==> src/rtl/core/text_console_writer_assert.svh <==
// Assertion macros used by the text console writer back end.
`ifndef TEXT_CONSOLE_WRITER_ASSERT_SVH
`define TEXT_CONSOLE_WRITER_ASSERT_SVH

// Same-cycle implication, checked outside reset.
`define TCW_ASSERT_NOW(label, cond_a, cond_b, msg) \
  label: assert property (@(posedge clk) disable iff (rst) (cond_a) |-> (cond_b)) \
    else $error(msg);

// Next-cycle implication, checked outside reset.
`define TCW_ASSERT_NEXT(label, cond_a, cond_b, msg) \
  label: assert property (@(posedge clk) disable iff (rst) (cond_a) |=> (cond_b)) \
    else $error(msg);

`endif

==> src/rtl/core/tcw_pkg.sv <==
// Types and constants of the text console writer.
package tcw_pkg;

  localparam int ADDR_W = 13;
  localparam int LOC_W = 11;
  localparam int CELL_W = 16;

  localparam logic [CELL_W-1:0] BLANK_CELL = 16'h0F20;

  localparam logic [1:0] MODE_PUT = 2'd0;
  localparam logic [1:0] MODE_CLEAR = 2'd1;
  localparam logic [1:0] MODE_READ = 2'd2;

  localparam logic [7:0] CH_BS = 8'h08;
  localparam logic [7:0] CH_TAB = 8'h09;
  localparam logic [7:0] CH_LF = 8'h0A;
  localparam logic [7:0] CH_CR = 8'h0D;
  localparam logic [7:0] CH_FIRST = 8'h20;
  localparam logic [7:0] CH_LAST = 8'h7F;

  typedef enum logic [1:0] {
    OP_NONE,
    OP_PUT,
    OP_CLEAR,
    OP_READ
  } op_t;

  typedef struct packed {
    op_t               op;
    logic              we;
    logic              scroll;
    logic [ADDR_W-1:0] addr;
    logic [CELL_W-1:0] wdata;
    logic [LOC_W-1:0]  loc;
  } cmd_t;

  typedef enum logic [2:0] {
    ST_INIT,
    ST_IDLE,
    ST_READ,
    ST_COPY,
    ST_FILL,
    ST_CLEAR
  } back_state_t;

endpackage

==> src/rtl/core/tcw_front.sv <==
// Front end: accepts words, tracks the cursor and classifies each word into a command.
module tcw_front #(
  parameter int ROWS = 25,
  parameter int COLS = 80
) (
  input  logic             clk,
  input  logic             rst,
  input  logic             accept,
  input  logic [1:0]       mode,
  input  logic [7:0]       char_byte,
  input  logic [3:0]       bg_color,
  input  logic [3:0]       fg_color,
  input  logic [10:0]      cell_index,
  output tcw_pkg::cmd_t    cmd
);

  localparam int CW = $clog2(COLS + 4);
  localparam int RW = $clog2(ROWS + 1);
  localparam int CELLS = ROWS * COLS;
  localparam int IW = tcw_pkg::ADDR_W + 1;

  logic [CW-1:0] col;
  logic [CW-1:0] col_next;
  logic [RW-1:0] row;
  logic [RW-1:0] row_next;

  always_comb begin
    logic [CW-1:0] col_w;
    logic [RW-1:0] row_w;
    col_w = col;
    row_w = row;
    cmd.op = tcw_pkg::OP_NONE;
    cmd.we = 1'b0;
    cmd.scroll = 1'b0;
    cmd.addr = tcw_pkg::ADDR_W'(int'(row) * COLS + int'(col));
    cmd.wdata = {bg_color, fg_color, char_byte};
    case (mode)
      tcw_pkg::MODE_PUT: begin
        cmd.op = tcw_pkg::OP_PUT;
        if (char_byte == tcw_pkg::CH_BS && col != '0) begin
          col_w = col - CW'(1);
        end else if (char_byte == tcw_pkg::CH_TAB) begin
          col_w = (col + CW'(4)) & ~CW'(3);
        end else if (char_byte == tcw_pkg::CH_CR) begin
          col_w = '0;
        end else if (char_byte == tcw_pkg::CH_LF) begin
          col_w = '0;
          row_w = row + RW'(1);
        end else if (char_byte >= tcw_pkg::CH_FIRST && char_byte <= tcw_pkg::CH_LAST) begin
          cmd.we = 1'b1;
          col_w = col + CW'(1);
        end
        if (int'(col_w) >= COLS) begin
          col_w = '0;
          row_w = row_w + RW'(1);
        end
        if (int'(row_w) >= ROWS) begin
          row_w = RW'(ROWS - 1);
          cmd.scroll = 1'b1;
        end
      end
      tcw_pkg::MODE_CLEAR: begin
        cmd.op = tcw_pkg::OP_CLEAR;
        col_w = '0;
        row_w = '0;
      end
      tcw_pkg::MODE_READ: begin
        cmd.addr = tcw_pkg::ADDR_W'(cell_index);
        if ({{(IW - 11){1'b0}}, cell_index} < IW'(CELLS)) begin
          cmd.op = tcw_pkg::OP_READ;
        end
      end
      default: begin
        cmd.op = tcw_pkg::OP_NONE;
      end
    endcase
    col_next = col_w;
    row_next = row_w;
    cmd.loc = tcw_pkg::LOC_W'(int'(row_w) * COLS + int'(col_w));
  end

  always_ff @(posedge clk) begin
    if (rst) begin
      col <= '0;
      row <= '0;
    end else if (accept) begin
      col <= col_next;
      row <= row_next;
    end
  end

endmodule

==> config.mk <==
export PLATFORM = sky130hd
export DESIGN_NAME = tcw_front
export DESIGN_NICKNAME = d
export VERILOG_FILES = /design/src/rtl/core/text_console_writer_assert.svh /design/src/rtl/core/tcw_pkg.sv /design/src/rtl/core/tcw_front.sv
export SDC_FILE = /design/constraint.sdc
export NUM_CORES = 1
export LEC_CHECK = 0
export BUFFER_PORTS_ARGS = -buffer_cell sky130_fd_sc_hd__buf_2
export CORE_MARGIN = 2
export CORE_UTILIZATION = 55
export CTS_CLUSTER_DIAMETER = 150
export CTS_CLUSTER_SIZE = 30
export DETAILED_ROUTE_END_ITERATION = 12
export GPL_TIMING_DRIVEN = 0
export HOLD_SLACK_MARGIN = 0.06
export PLACE_DENSITY = 0.84
export SLEW_MARGIN = 10
export SYNTH_ARGS = -nofsm -noshare
export SYNTH_HDL_FRONTEND = slang
export SYNTH_SLANG_ARGS = --single-unit
export TNS_END_PERCENT = 1
==> constraint.sdc <==
create_clock -name clk -period 9.5 [get_ports clk]
set_input_delay 0.475 -clock clk [delete_from_list [all_inputs] [get_ports clk]]
set_output_delay 0.475 -clock clk [all_outputs]
set_load 0.03 [all_outputs]
Word-level counts from Yosys, hierarchy flattened
Index checks and enable logic that the tools add are counted.

Add/sub/neg operators: 7. $mul: 2. $lt $le $gt $ge: 5. Eq/ne operators: 6. Multiplexer cells: 27. Reduce and logical (&&, ||, !) cells: 4.

Operators with widths (number): $mux W7 (7); $mux W5 (8); $eq A8 B4 Y1 const B (4); $pmux W7 S2 (1); $add A12 B7 Y13 (1); $mux W13 (1); $add A11 B7 Y11 (1); $lt A11 B11 Y1 const B (1); $add A5 B1 Y5 const B (2); $pmux W5 S2 (1); $ge A8 B6 Y1 const B (1); $le A8 B7 Y1 const B (1); $mul A5 B3 Y8 const B (1); $add A7 B1 Y7 const B (1); $add A7 B3 Y7 const B (1); $ge A7 B7 Y1 const B (1); $mul A5 B3 Y7 const B (1); $reduce_bool A7 Y1 (1); $sub A7 B1 Y7 const B (1); $mux W1 (6); $pmux W2 S3 (1); $ge A5 B5 Y1 const B (1); $mux W2 (2); $eq A2 B1 Y1 const B (1); 3 further kinds (4).

Register bits: 12. Bits of input ports: 32. Output and inout port bits: 44.

Longest topological paths before layout
Depth after elaboration: 16. Mapped depth: 22. Gate-level depth less buffers: 21.

Least setup slack after synthesis
Ideal clock, no wire load.

Path type: input-to-output. From: input port char_byte[4]. To: output port cmd[10] (netlist bit). Arrival time: 5296 ps. Data required time: 9025 ps. Slack: 3729 ps. Cell stages on the path: 21. Path buffers: 1. Cell sequence: nor4_4 and3_1 buf_4 mux2_2 ha_1 nand3_1 a41oi_1 a31o_4 or2_0 a31o_1 a221oi_4 o31ai_1 ha_1 ha_1 inv_1 fa_1 or2_2 nor3_1 o21ai_0 nand3_1 xor2_1.

RTL lines: start, declared (line tcw_front.sv:10) `input logic [7:0] char_byte,`; end, declared (line tcw_front.sv:14) `output tcw_pkg::cmd_t cmd`.

==> qor.txt <==
Count of input and output buffers -> 62
Setup-failing EPs final -> 0
Syn avg cell area -> 7.83 um2
First-pass GRT wire length -> 10900 um
Worst min-delay path category -> reg -> reg
Critical R2R Launch -> col[3]
Remaining Overflow, GRT -> 0
Vias in the first global route -> 2380
Die width -> 73.0 um
Filler Cells Inserted -> 400
Ys flop type -> dfxtp_1
CTS tree -> done
Post-synthesis async set-or-reset flop share -> 0%
Initial antenna violation count -> 0
Post-DP HPWL -> 5280 um
Drt initial violations -> 146
Fraction of the yosys area taken by sequential cells -> 9.19%
Synthesized area -> 0.00262 mm2
Final core area utilization -> 65.1%
Root buf cell -> clkbuf_8
Top-Level Pins -> 76
Static Leak -> 0.00144 uW
Worst skew pair latency -> 0.25 ns
Required @ worst endpoint -> 9.03 ns
#FFs+latches synth -> 12
Max-Cap Viols -> 0
Critical path startpoint -> char_byte[5]
Max rail drop VDD -> 0.0527 mV
CTS clock-pin slew for the worst setup and hold paths -> 0.05 ns
Routed wire per std cell -> 14.6 um
CP Capture Type -> output port
CP arrival -> 5.72 ns
FMAX -> 161 MHz
Cts bufs inserted -> 3
GP Congestion -> 0.908
Crit path time final -> 6.20 ns
Unrepaired setup endpoints after global routing -> false
Area growth, synth to finish -> 16.0%
Maximum fanout along the worst path -> 8
Num Clock Sinks -> 12
Multi-input logic area -> 0.00205 mm2
DR vias/cell -> 5.94
Initial Utilization -> 56.1%
Synthesized Nets -> 395
Cts hold-fix bufs -> 0
Outcome -> complete, no violations
Relative slew slack -> 56.6%
Buffers from clock root to sink, at most -> 2
Largest net degree at the start of global routing -> 12
Register Area -> 240 um2
Final setup skew -> 0.00564 ns
Core Box Area -> 0.00466 mm2
Worst setup path class -> in -> out
TritonRoute pass-1 iters -> 5
Layout cells sized above 1 -> 30.6%
Synth cell types -> 75
Diode count -> 0
Min-delay src -> row[4]
CTS H-Tree Depth -> 1
Remaining DRCs -> 0
EDFF count, synth -> 0
Setup TNS -> 0 ns
Row count -> 25
Hold Vio Cnt, Final -> 0
Die H -> 73.0 um
Routed WL -> 6620 um
Vias -> 2689
Fin. max-slew vios -> 0
Die area -> 0.00532 mm2
Period utilization -> 65.2%
Tightest Pin Transition -> 0.648 ns
Routed Antenna Nets -> 0
Gr usage total -> 25.4%
Cell Pwr Density -> 55.6 mW/mm2
Resized Gates After CTS -> 0
CP Launch Type -> input pin
Mapped Cells -> 334
Post-CTS setup buffers -> 0
Final net count -> 462
Number of synthesis warnings -> 0
-- registers in the layout (all words and copies together) (netlist names) --
name and cells:
col 7, row 5
-- worst paths after layout --
kind,endpoint,slack (ns),cells past startpoint
worst max-delay path,cmd[10],3.30,24
worst min register to register,row[4],0.59,2
worst max register to register,col[5],6.44,11
worst min-delay path,row[4],0.59,2
-- cells in the mapped netlist (2+ instances only) --
cell      count  area [um2]
a211oi_1      3        22.5
a21o_1        5        37.5
a21oi_1      18        90.1
a22o_1        3        26.3
a22oi_1       3        22.5
a31o_1        2        17.5
a31oi_1       2        12.5
a41oi_1       4        35.0
and2_1        3        18.8
and3_1        3        18.8
buf_2         2        10.0
buf_4        23         173
buf_6         2        22.5
clkbuf_1     12        45.0
dfxtp_1      12         240
fa_1          4        80.1
ha_1         25         313
inv_1        19        71.3
mux2_2        6        67.6
mux2i_1       5        50.1
nand2_1      28         105
nand2b_1      4        25.0
nand3_1      12        60.1
nand3b_1      2        15.0
nand4_1       6        37.5
nor2_1       15        56.3
nor2b_1       6        37.5
nor3_1        8        40.0
nor3b_1       4        30.0
nor4_1        2        12.5
o211ai_1      4        30.0
o21a_1        2        15.0
o21ai_0       9        45.0
o21ai_1       2        10.0
o221a_2       2        22.5
o31ai_1       9        67.6
or2_2         3        18.8
xnor2_1      11        96.3
xor2_1       13         114
-- metal layers --
metal / vias up / share of wire (%) / global-route usage, %
li1: 1335 / - / -
met1: 1233 / 45 / 34.4
met2: 117 / 48 / 42.7
met3: 4 / 7.0 / 2.49
met4: 0 / 0.86 / 7.20
met5: - / 0 / 0
-- critical path, cell delays in order --
cell      delay [ns]
buf_2           0.15
nor4_4          0.50
and3_1          0.23
buf_4           0.14
mux2_2          0.35
ha_1            0.25
nand3_1         0.11
a41oi_1         0.06
a31o_4          0.27
o211ai_1        0.15
o31ai_1         0.11
nand3_2         0.12
a221oi_4        0.09
o31ai_1         0.57
ha_1            0.35
ha_1            0.21
inv_1           0.07
fa_1            0.45
or2_2           0.35
nor3_1          0.17
o21ai_0         0.10
nand3_1         0.09
xor2_1          0.14
buf_2           0.21
-- cell type report --
cell class / instances / share of cell area (%)
inverter: 19 / 2.35
buffer: 39 / 8.25
clock buffer: 3 / 1.36
multi-input combinational: 264 / 67.7
timing repair buffer: 62 / 10.2
sequential: 12 / 7.92
tap: 54 / 2.23
-- cells in the final DEF, fill, tap and decap left out, drive strengths merged, types with 3 or more instances in the layout --
master and count:
a211oi 4, a21o 5, a21oi 18, a22o 3, a22oi 3, a31o 4, a41oi 4, and2 4
and3 3, buf 89, clkbuf 15, dfxtp 12, fa 4, ha 25, inv 19, mux2 6
mux2i 5, nand2 29, nand2b 4, nand3 13, nand4 6, nor2 16, nor2b 6, nor3 8
nor3b 5, nor4 3, o211ai 4, o21ai 12, o31ai 9, or2 4, xnor2 11, xor2 13
-- cells by family after synthesis --
logic type	synth area share (%)
simple gates	23.1
buf+inv	12.3
fa+ha+maj	15.0
flops	9.19
xor+xnor	8.04
compound gates	27.8
other cells	0.143
mux	4.50
-- power by group --
group | internal (uW) | switching [uW]
Clock | 28.1 | 22.0
Sequential | 51.0 | 1.46
Combinational | 23.7 | 42.2
Total | 103 | 65.7
-- through the flow --
step / setup WS, ns / instance area [um2] / total power (uW) / hold WS (ns) / cells
finish: 3.30 / 3030 / 169 / 0.588 / 453
global route: 2.76 / 3030 / 176 / 0.621 / 453
detailed placement: 3.30 / 2990 / 119 / 0.568 / 450
floorplan: 3.73 / 2620 / 99.2 / 0.509 / 334
CTS: 3.29 / 3030 / 167 / 0.575 / 453
global placement: 3.37 / 2990 / 118 / 0.555 / 450
Note: power is estimated with default switching activity, not from simulation.
