File: src/rtl/core/text_console_writer_assert.svh
// Assertion macros used by the text console writer back end.
`ifndef TEXT_CONSOLE_WRITER_ASSERT_SVH
`define TEXT_CONSOLE_WRITER_ASSERT_SVH

// Same-cycle implication, checked outside reset.
`define TCW_ASSERT_NOW(label, cond_a, cond_b, msg) \
  label: assert property (@(posedge clk) disable iff (rst) (cond_a) |-> (cond_b)) \
    else $error(msg);

// Next-cycle implication, checked outside reset.
`define TCW_ASSERT_NEXT(label, cond_a, cond_b, msg) \
  label: assert property (@(posedge clk) disable iff (rst) (cond_a) |=> (cond_b)) \
    else $error(msg);

`endif

File: src/rtl/core/tcw_pkg.sv
// Types and constants of the text console writer.
package tcw_pkg;

  localparam int ADDR_W = 13;
  localparam int LOC_W = 11;
  localparam int CELL_W = 16;

  localparam logic [CELL_W-1:0] BLANK_CELL = 16'h0F20;

  localparam logic [1:0] MODE_PUT = 2'd0;
  localparam logic [1:0] MODE_CLEAR = 2'd1;
  localparam logic [1:0] MODE_READ = 2'd2;

  localparam logic [7:0] CH_BS = 8'h08;
  localparam logic [7:0] CH_TAB = 8'h09;
  localparam logic [7:0] CH_LF = 8'h0A;
  localparam logic [7:0] CH_CR = 8'h0D;
  localparam logic [7:0] CH_FIRST = 8'h20;
  localparam logic [7:0] CH_LAST = 8'h7F;

  typedef enum logic [1:0] {
    OP_NONE,
    OP_PUT,
    OP_CLEAR,
    OP_READ
  } op_t;

  typedef struct packed {
    op_t               op;
    logic              we;
    logic              scroll;
    logic [ADDR_W-1:0] addr;
    logic [CELL_W-1:0] wdata;
    logic [LOC_W-1:0]  loc;
  } cmd_t;

  typedef enum logic [2:0] {
    ST_INIT,
    ST_IDLE,
    ST_READ,
    ST_COPY,
    ST_FILL,
    ST_CLEAR
  } back_state_t;

endpackage

File: src/rtl/core/tcw_queue.sv
// Two-entry command queue between the front end and the back end.
module tcw_queue (
  input  logic          clk,
  input  logic          rst,
  input  logic          push,
  input  tcw_pkg::cmd_t push_cmd,
  output logic          full,
  input  logic          pop,
  output logic          valid,
  output tcw_pkg::cmd_t head
);

  tcw_pkg::cmd_t entries [2];
  logic          wr_ptr;
  logic          rd_ptr;
  logic [1:0]    count;

  assign full = (count == 2'd2);
  assign valid = (count != 2'd0);
  assign head = entries[rd_ptr];

  always_ff @(posedge clk) begin
    if (push) begin
      entries[wr_ptr] <= push_cmd;
    end
  end

  always_ff @(posedge clk) begin
    if (rst) begin
      wr_ptr <= 1'b0;
      rd_ptr <= 1'b0;
      count <= 2'd0;
    end else begin
      if (push) begin
        wr_ptr <= ~wr_ptr;
      end
      if (pop) begin
        rd_ptr <= ~rd_ptr;
      end
      case ({push, pop})
        2'b10: count <= count + 2'd1;
        2'b01: count <= count - 2'd1;
        default: count <= count;
      endcase
    end
  end

endmodule

File: config.mk
export PLATFORM = sky130hd
export DESIGN_NAME = tcw_queue
export DESIGN_NICKNAME = d
export VERILOG_FILES = /design/src/rtl/core/text_console_writer_assert.svh /design/src/rtl/core/tcw_pkg.sv /design/src/rtl/core/tcw_queue.sv
export SDC_FILE = /design/constraint.sdc
export NUM_CORES = 1
export LEC_CHECK = 0
export ABC_CLOCK_PERIOD_IN_PS = 7600
export BUFFER_PORTS_ARGS = -buffer_cell sky130_fd_sc_hd__clkbuf_2
export CORE_MARGIN = 1
export CORE_UTILIZATION = 55
export CTS_BUF_LIST = sky130_fd_sc_hd__clkbuf_4 sky130_fd_sc_hd__clkbuf_8 sky130_fd_sc_hd__clkbuf_16
export CTS_CLUSTER_SIZE = 12
export DETAILED_ROUTE_END_ITERATION = 10
export PLACE_DENSITY = 0.83
export REMOVE_ABC_BUFFERS = 1
export SLEW_MARGIN = 20
export SYNTH_ARGS = -nofsm -noshare
export SYNTH_HDL_FRONTEND = slang
export SYNTH_SLANG_ARGS = --single-unit
File: constraint.sdc
create_clock -name clk -period 7.6 [get_ports clk]
set_input_delay 0.38 -clock clk [delete_from_list [all_inputs] [get_ports clk]]
set_output_delay 0.38 -clock clk [all_outputs]
set_load 0.02 [all_outputs]
# ---- Yosys cells after proc, flatten, opt, wreduce, memory -nomap -nowiden
# Memory sizes are Yosys's and may differ from the RTL's. A register that Yosys moved wholly into a read port is not among the register bits.
# Cells that the tools add are included.
dict set report word_totals {
  ff_bits 4
  mem_bits_rw 88
  in_bits 48
  out_inout_bits 46
  wordCells 18
  n_memories 1
}
# name words width read_ports rd_ports_with_merged_regs wr line_no
set mem_list {}
lappend mem_list {entries 2 44 1 1 1 tcw_queue.sv:13} ;# tcw_pkg::cmd_t entries [2];
dict set report classes {
  n_addsub 2
  eq_ne 3
  mux 5
  bitwise 2
  n_reduce_logical 2
}
# op count
set op_table {}
lappend op_table {{$eq 2x2->1 const B} 2}
lappend op_table {{$mux 1} 4}
lappend op_table {{$pmux 2 s2} 1}
lappend op_table {{$reduce_bool 2->1} 2}
lappend op_table {{$add 2x1->2 const B} 1}
lappend op_table {{$eq 2x1->1 const B} 1}
lappend op_table {{$not 1->1} 2}
lappend op_table {{$sub 2x1->2 const B} 1}

# ---- Longest topological paths before layout
# Gate-level depths: netlist of run 1.
dict set report depth {
  ltp_word 3
  mapped_depth 5
  mapped_depth_nobuf 5
}

# ---- Least setup slack after synthesis of run 1
# No wires, ideal clock.
dict set report synth_path {
  path_type {input port to flip-flop}
  start {in push}
  end {mem entries[0][0] in the netlist's numbering (enable)}
  setup_ns 0.446
  t_arrival_ns 2.287
  t_required_ns 7.154
  path_slack_ns 4.867
  stages 2
  path_buffers 0
  path_cell_list {inv_1 -> nor2_1}
}
dict set report synth_via {
  elab_chain_len 2
}
# element line_no
set synth_lines {}
lappend synth_lines {{from (decl)} tcw_queue.sv:5} ;# input logic push,
lappend synth_lines {{$mux 1} tcw_queue.sv:23} ;# if (push) begin
lappend synth_lines {{$mux 1 (not written as such)} tcw_queue.sv:24} ;# entries[wr_ptr] <= push_cmd;
lappend synth_lines {{to (decl)} tcw_queue.sv:13}
# Every way passes these cells.

==> impl_metrics.toml, run 1 <==
[run_status]
status = "completed"

[die]
die_area_um2 = 6446
chipHeight_um = 80.29
start_util_pct = 56.93
num_rows = 28
die_width_um = 80.29
fp.coreArea_um2 = 5921
ioPinCount = 94

[yosys]
synth_largest_area_cell = "edfxtp_1"
synthTopCellsByArea = "edfxtp_1 78%, mux2_2 15%, dfxtp_1 3.0%"
ys_warn_count = 0
synth_cell_type_count = 15
yosysSeqAreaShare_pct = 81.37
synthesis.instances = 159
yosys_register_bits = 93
synth_area_per_cell_um2 = 21.20
post_synth_instance_area_um2 = 3371
post-synth-top-area-fraction_pct = 78.40

[clock_network]
clock_path_buffers = 2
ctsRootBufferMaster = "clkbuf_8"
postCtsSetupRepairBufs = 0
tritoncts = "yes"
cts_repair_resize_count = 0
clock-sinks = 93
cts_buffers = 9
h-tree-depth = 3
cts_hold_buffers = 0
clock_insertion_delay_worst_skew_ns = 0.34
worst_setup_hold_path_clk_slew_ns = 0.08

[global_routing]
grt_util_all_layers_pct = 17.90
globalRouteOverflowTotal = 0
largest_net_degree_at_the_start_of_global_routing = 45
grt_pass1_wl_mm = 8.293
first_global_vias = 1696
antenna_found_initial = 0

[finish]
post_route_cells_drive_above_1_share_pct = 59.85
final_nets = 308
layout.filler_cells = 406
layout.core_utilization_pct = 69.48
fin_cells = 339
areaGrowthSynthToFinish_pct = 22.05
n_antenna_cell = 0

[critical_path]
cp.required_ns = 7.22
worstPathArrival_ns = 1.97
critical_path.endpoint_type = "output port"
cp_max_fo = 44
critical_path.startpoint_type = "flop"
timing_worst_setup_path_type = "reg -> out"

[power_and_ir_drop]
power_frac_clock_pct = 29.4
p_total_uw = 1059
power.static_leakage_uw = 0.001574
p_seq_share_pct = 57.9
power_switching_share_pct = 23.41
worst_ir_drop_on_vdd_uv = 168.3
p_int_uw = 811.3
net_sw_power_uw = 248.0
power_density_nw_per_um2 = 257.5
power_frac_comb_pct = 12.7

[sta]
layout_min_cycle_time_ns = 2.352
achievable-frequency_ghz = 0.4251
skew_ns = 0.004665
maxSlewViolCount = 0
post-route-worst-setup-slack_ns = 5.248
slew_headroom_pct = 29.79
max_slew.worst_pin.slew_ns = 1.053
rsz0062_at_grt = "no"
fin_setup_tns_ns = 0
post-route-period-util_pct = 30.95
hold_violations = 0
timing.final.setup_violations = 0

[routing]
drc = 0
drt_wl_total_mm = 5.427
drt_first_pass_iters = 4
drt-vias-per-instance = 5.127
vias_after_detailed_routing = 1738
drt.antenna.violating_nets = 0
drt-initial-drc-count = 91
wire_per_inst_um = 16.01

[place]
dp.final_hpwl_mm = 3.555
gpl.final_weighted_congestion = 0.6812
number_of_buffer_cells_added_on_primary_ports = 93
placed_cells_incl_taps = 323
place_ws_ns = 5.588

[worst_hold_path]
holdCritPathClass = "in -> reg"

[job]
maxCapViolCount = 0
==> worst max-delay path, stage by stage (launching register included) <==
cell,delay (ns)
dfxtp_2,1.00
mux2_2,0.43
clkbuf_2,0.16
==> layout by cell type (no fill, tap or decap), drive strengths merged <==
| cell type | count |
|---|---|
| clkbuf | 104 |
| edfxtp | 88 |
| mux2 | 44 |
| nor2 | 5 |
| dfxtp | 5 |
| xnor2 | 3 |
| clkinv | 3 |
| or2 | 1 |
| and2 | 1 |
| inv | 1 |
| and2b | 1 |
| xor2 | 1 |
| o21ai | 1 |
| or3 | 1 |
| a21oi | 1 |
| ha | 1 |
| clkinvlp | 1 |
| bufinv | 1 |
| buf | 1 |
==> metrics by stage <==
step	hold WS, ns	instance area (um^2)
after global routing	0.2089	4114
after global placement	0.4844	3923
after CTS	0.2084	4113
final	0.2255	4114
after floorplan	0.4491	3346
after detailed placement	0.4961	3923
==> final cells by class <==
| cell class | instances | area [um^2] | area share, % |
|---|---|---|---|
| sequential | 93 | 2744 | 66.70 |
| multi-input combinational | 60 | 609.3 | 14.81 |
| timing repair buffer | 94 | 473.0 | 11.50 |
| clock buffer | 11 | 138.9 | 3.376 |
| tap | 75 | 93.84 | 2.281 |
| clock inverter | 5 | 51.30 | 1.247 |
| inverter | 1 | 3.754 | 0.09124 |
==> power by group through the flow <==
stage	logic, uW	clock network (uW)	registers (uW)
after floorplan	86.6	0	620
after global placement	134	0	624
after detailed placement	136	0	626
after CTS	136	318	615
after global routing	145	337	617
final	135	311	613
==> synth_stat cells <==
library cell / count
dfxtp_1: 5
mux2_2: 44
buf_2: 5
or3_1: 1
a21oi_1: 1
ha_1: 1
xnor2_1: 3
nor2_1: 5
o21ai_0: 1
xor2_1: 1
and2b_2: 1
edfxtp_1: 88
and2_1: 1
inv_1: 1
or2_2: 1
==> flip-flops by register name, summed over array words and instances (netlist names), named ones only <==
| register | cells |
|---|---|
| count | 2 |
| wr_ptr | 1 |
| entries | 88 |
| rd_ptr | 1 |
==> path summary, 6_finish.rpt <==
path	start	endpoint	slack [ns]	depth (start not counted)
worst min-delay path	push_cmd[42]	entries[1][42]	0.23	1
worst min register to register	rd_ptr	rd_ptr	0.53	2
worst max register to register	wr_ptr	entries[0][35]	6.00	2
worst max-delay path	flop	head[2]	5.25	2
==> cells by family (layout without fill, tap and decap cells) <==
group                      after synthesis  count (layout)  share of synthesized area, %
DFF                                     93              93                         81.37
xor gates and xnor gates                 4               4                         1.040
AOI/OAI and AO/OA                        2               2                        0.2967
buffers and inverters                    6             111                        0.8535
adders and majority gates                1               1                        0.3711
and+or+nand+nor                          9               9                         1.374
muxes                                   44              44                         14.70
==> layer usage <==
layer  wire length, um  vias to the layer above  GRT usage (%)  share of wire (%)
li1                  -                      818              -                  -
met3               427                        6          5.341                7.9
met4                56                        0          6.964                1.0
met5                 0                        -              0                  0
met2              2604                       74          29.15                 48
met1              2338                      840          22.62                 43
Note: power is estimated with default switching activity, not from simulation.
==> run 2: changes to the inputs <==
Settings changed: ABC_AREA from default to 1, ABC_CLOCK_PERIOD_IN_PS 7600 to 2330, CORE_UTILIZATION 55 to 52, PLACE_DENSITY 0.83 to 0.79.
Clock period 7.6 ns to 2.33 ns, I/O delays scaled along.
==> impl_metrics.toml, run 2 <==
[routing]
drc = 0
wire_per_inst_um = 14.91
vias_after_detailed_routing = 1937
drt.antenna.violating_nets = 0
drt_first_pass_iters = 4
drt_wl_total_mm = 5.962
drt-vias-per-instance = 4.843
drt-initial-drc-count = 62

[sta]
max_slew.worst_pin.slew_ns = 0.5196
achievable-frequency_ghz = 0.5560
hold_ws_ns = 0.04951
hold_violations = 0
slew_headroom_pct = 65.36
rsz0062_at_grt = "no"
fin_setup_tns_ns = 0
skew_ns = 0.007470
timing.final.setup_violations = 0
layout_min_cycle_time_ns = 1.798
post-route-period-util_pct = 77.19
maxSlewViolCount = 0

[place]
placed_cells_incl_taps = 339
dp.final_hpwl_mm = 3.764
gpl.final_weighted_congestion = 0.7006
number_of_buffer_cells_added_on_primary_ports = 93

[yosys]
synth_area_per_cell_um2 = 21.20
synthTopCellsByArea = "edfxtp_1 73%, mux2_4 17%, dfxtp_1 2.8%"
synthesis.instances = 170
post_synth_instance_area_um2 = 3605
synth_largest_area_cell = "edfxtp_1"
synth-edff-count = 88
synth_most_common_cell = "edfxtp_1"
async_flop_share_pct = 0
synth_cell_type_count = 15
yosys_register_bits = 93
yosysSeqAreaShare_pct = 76.08
post-synth-top-area-fraction_pct = 73.31
ys_warn_count = 0
most_numerous_cell_types_in_the_synthesized_netlist = "88 x edfxtp_1, 40 x mux2_4, 9 x nor2_1, 7 x inv_1, 6 x nand2_1"
synth_top_flop_cell = "edfxtp_1"

[clock_network]
clock-sinks = 93
h-tree-depth = 3
clock_path_buffers = 2
clock_insertion_delay_worst_skew_ns = 0.35
worst_setup_hold_path_clk_slew_ns = 0.08
ctsRootBufferMaster = "clkbuf_8"
tritoncts = "yes"
cts_buffers = 9
postCtsSetupRepairBufs = 0

[die]
ioPinCount = 94
die_width_um = 85.26
die_area_um2 = 7269
fp.coreArea_um2 = 6531
start_util_pct = 55.19
num_rows = 29
chipHeight_um = 85.26

[power_and_ir_drop]
power_density_nw_per_um2 = 739.3
worst_ir_drop_on_vdd_uv = 460.8
power.static_leakage_uw = 0.001957

[finish]
post_route_cells_drive_above_1_share_pct = 48.92
n_antenna_cell = 0
fin_cells = 400
largest_reg_flops = 88
mostFrequentLayoutCells = "93 x clkbuf_2, 88 x edfxtp_1, 45 x dlygate4sd3_1"
areaGrowthSynthToFinish_pct = 32.59
registers.top_by_ff_count = "entries"
final_nets = 367
top_regs = "entries x88, count x2"
final_common_cell = "clkbuf_2"

[job]
maxCapViolCount = 0

[global_routing]
largest_net_degree_at_the_start_of_global_routing = 38
globalRouteOverflowTotal = 0
first_global_vias = 1994
antenna_found_initial = 0
grt_pass1_wl_mm = 8.914
grt_util_all_layers_pct = 16.62

[critical_path]
worstPathArrival_ns = 1.68
worst_r2r_path_depth = 3
cp_max_fo = 30
rrSetupSlack_ns = 0.94
critical_path.startpoint_type = "flop"
cp.required_ns = 2.21
critical_path.endpoint_type = "output port"
timing_worst_setup_path_type = "reg -> out"

[worst_hold_path]
holdCritPathClass = "in -> reg"
timing.hold.worst_path_depth = 3

[run_status]
status = "completed"
## run 2: changes by cell type after synthesis, sizes merged, moves of 2 or more
cell / change
nor2: +4
nand2: +6
inv: +6
xnor2: -2
## run 2: through the flow
stage | setup slack, ns | util [%] | instance area (um^2) | total power [uW]
after floorplan | -0.2874 | - | 3513 | 2333
after global placement | 0.8970 | 63.37 | 4139 | 2486
after detailed placement | 0.8921 | 63.37 | 4139 | 2501
after CTS | 0.5036 | 73.18 | 4780 | 3562
after global routing | 0.4652 | 73.18 | 4780 | 3656
final | 0.5315 | 73.18 | 4780 | 3534
## run 2: kinds of logic after synthesis
family,synth area share (%)
flip-flops,76.08
multiplexers,17.91
AND/OR/NAND/NOR,1.874
buffers and inverters,3.263
AO/OA/AOI/OAI,0.2774
XOR/XNOR,0.2430
adder cells (fa/ha/maj),0.3470
## run 2: layout make-up
cell class / instances / area [um^2]
Fill cell: 416 / 1752
Clock inverter: 7 / 66.31
Tap cell: 77 / 96.34
Multi-Input combinational cell: 65 / 752.0
Inverter: 7 / 26.28
Sequential cell: 93 / 2744
Clock buffer: 9 / 123.9
Timing Repair Buffer: 142 / 970.9
## run 2: where the power goes
part           internal [uW]  total [uW]  leakage, uW  switching, uW
clock                    488        1020    0.0000903            529
sequential              1930        1950     0.000868           26.0
combinational            276         563     0.000999            287
## run 2: worst paths after layout
| path | startpoint | endpoint |
|---|---|---|
| min | push | wr_ptr |
| max | flop | head[38] |
| min reg2reg | count[1] | count[1] |
| max reg2reg | wr_ptr | entries[1][4] |
## run 2: critical path, cell delays in order (launching register included)
cell and delay [ns]:
dfxtp_2 0.33, buf_4 0.43, mux2_2 0.40, clkbuf_2 0.15
## run 2: timing repair
item	CTS	global route
hold buffers	45	0
gates resized for setup	0	0
endpoints found under the hold margin	91	0
## run 2: metal layers
metal | share of wire (%) | global-route usage (%)
met1 | 42 | 18.77
met2 | 51 | 30.35
met3 | 5.5 | 3.891
met4 | 1.3 | 6.818
met5 | 0 | 0
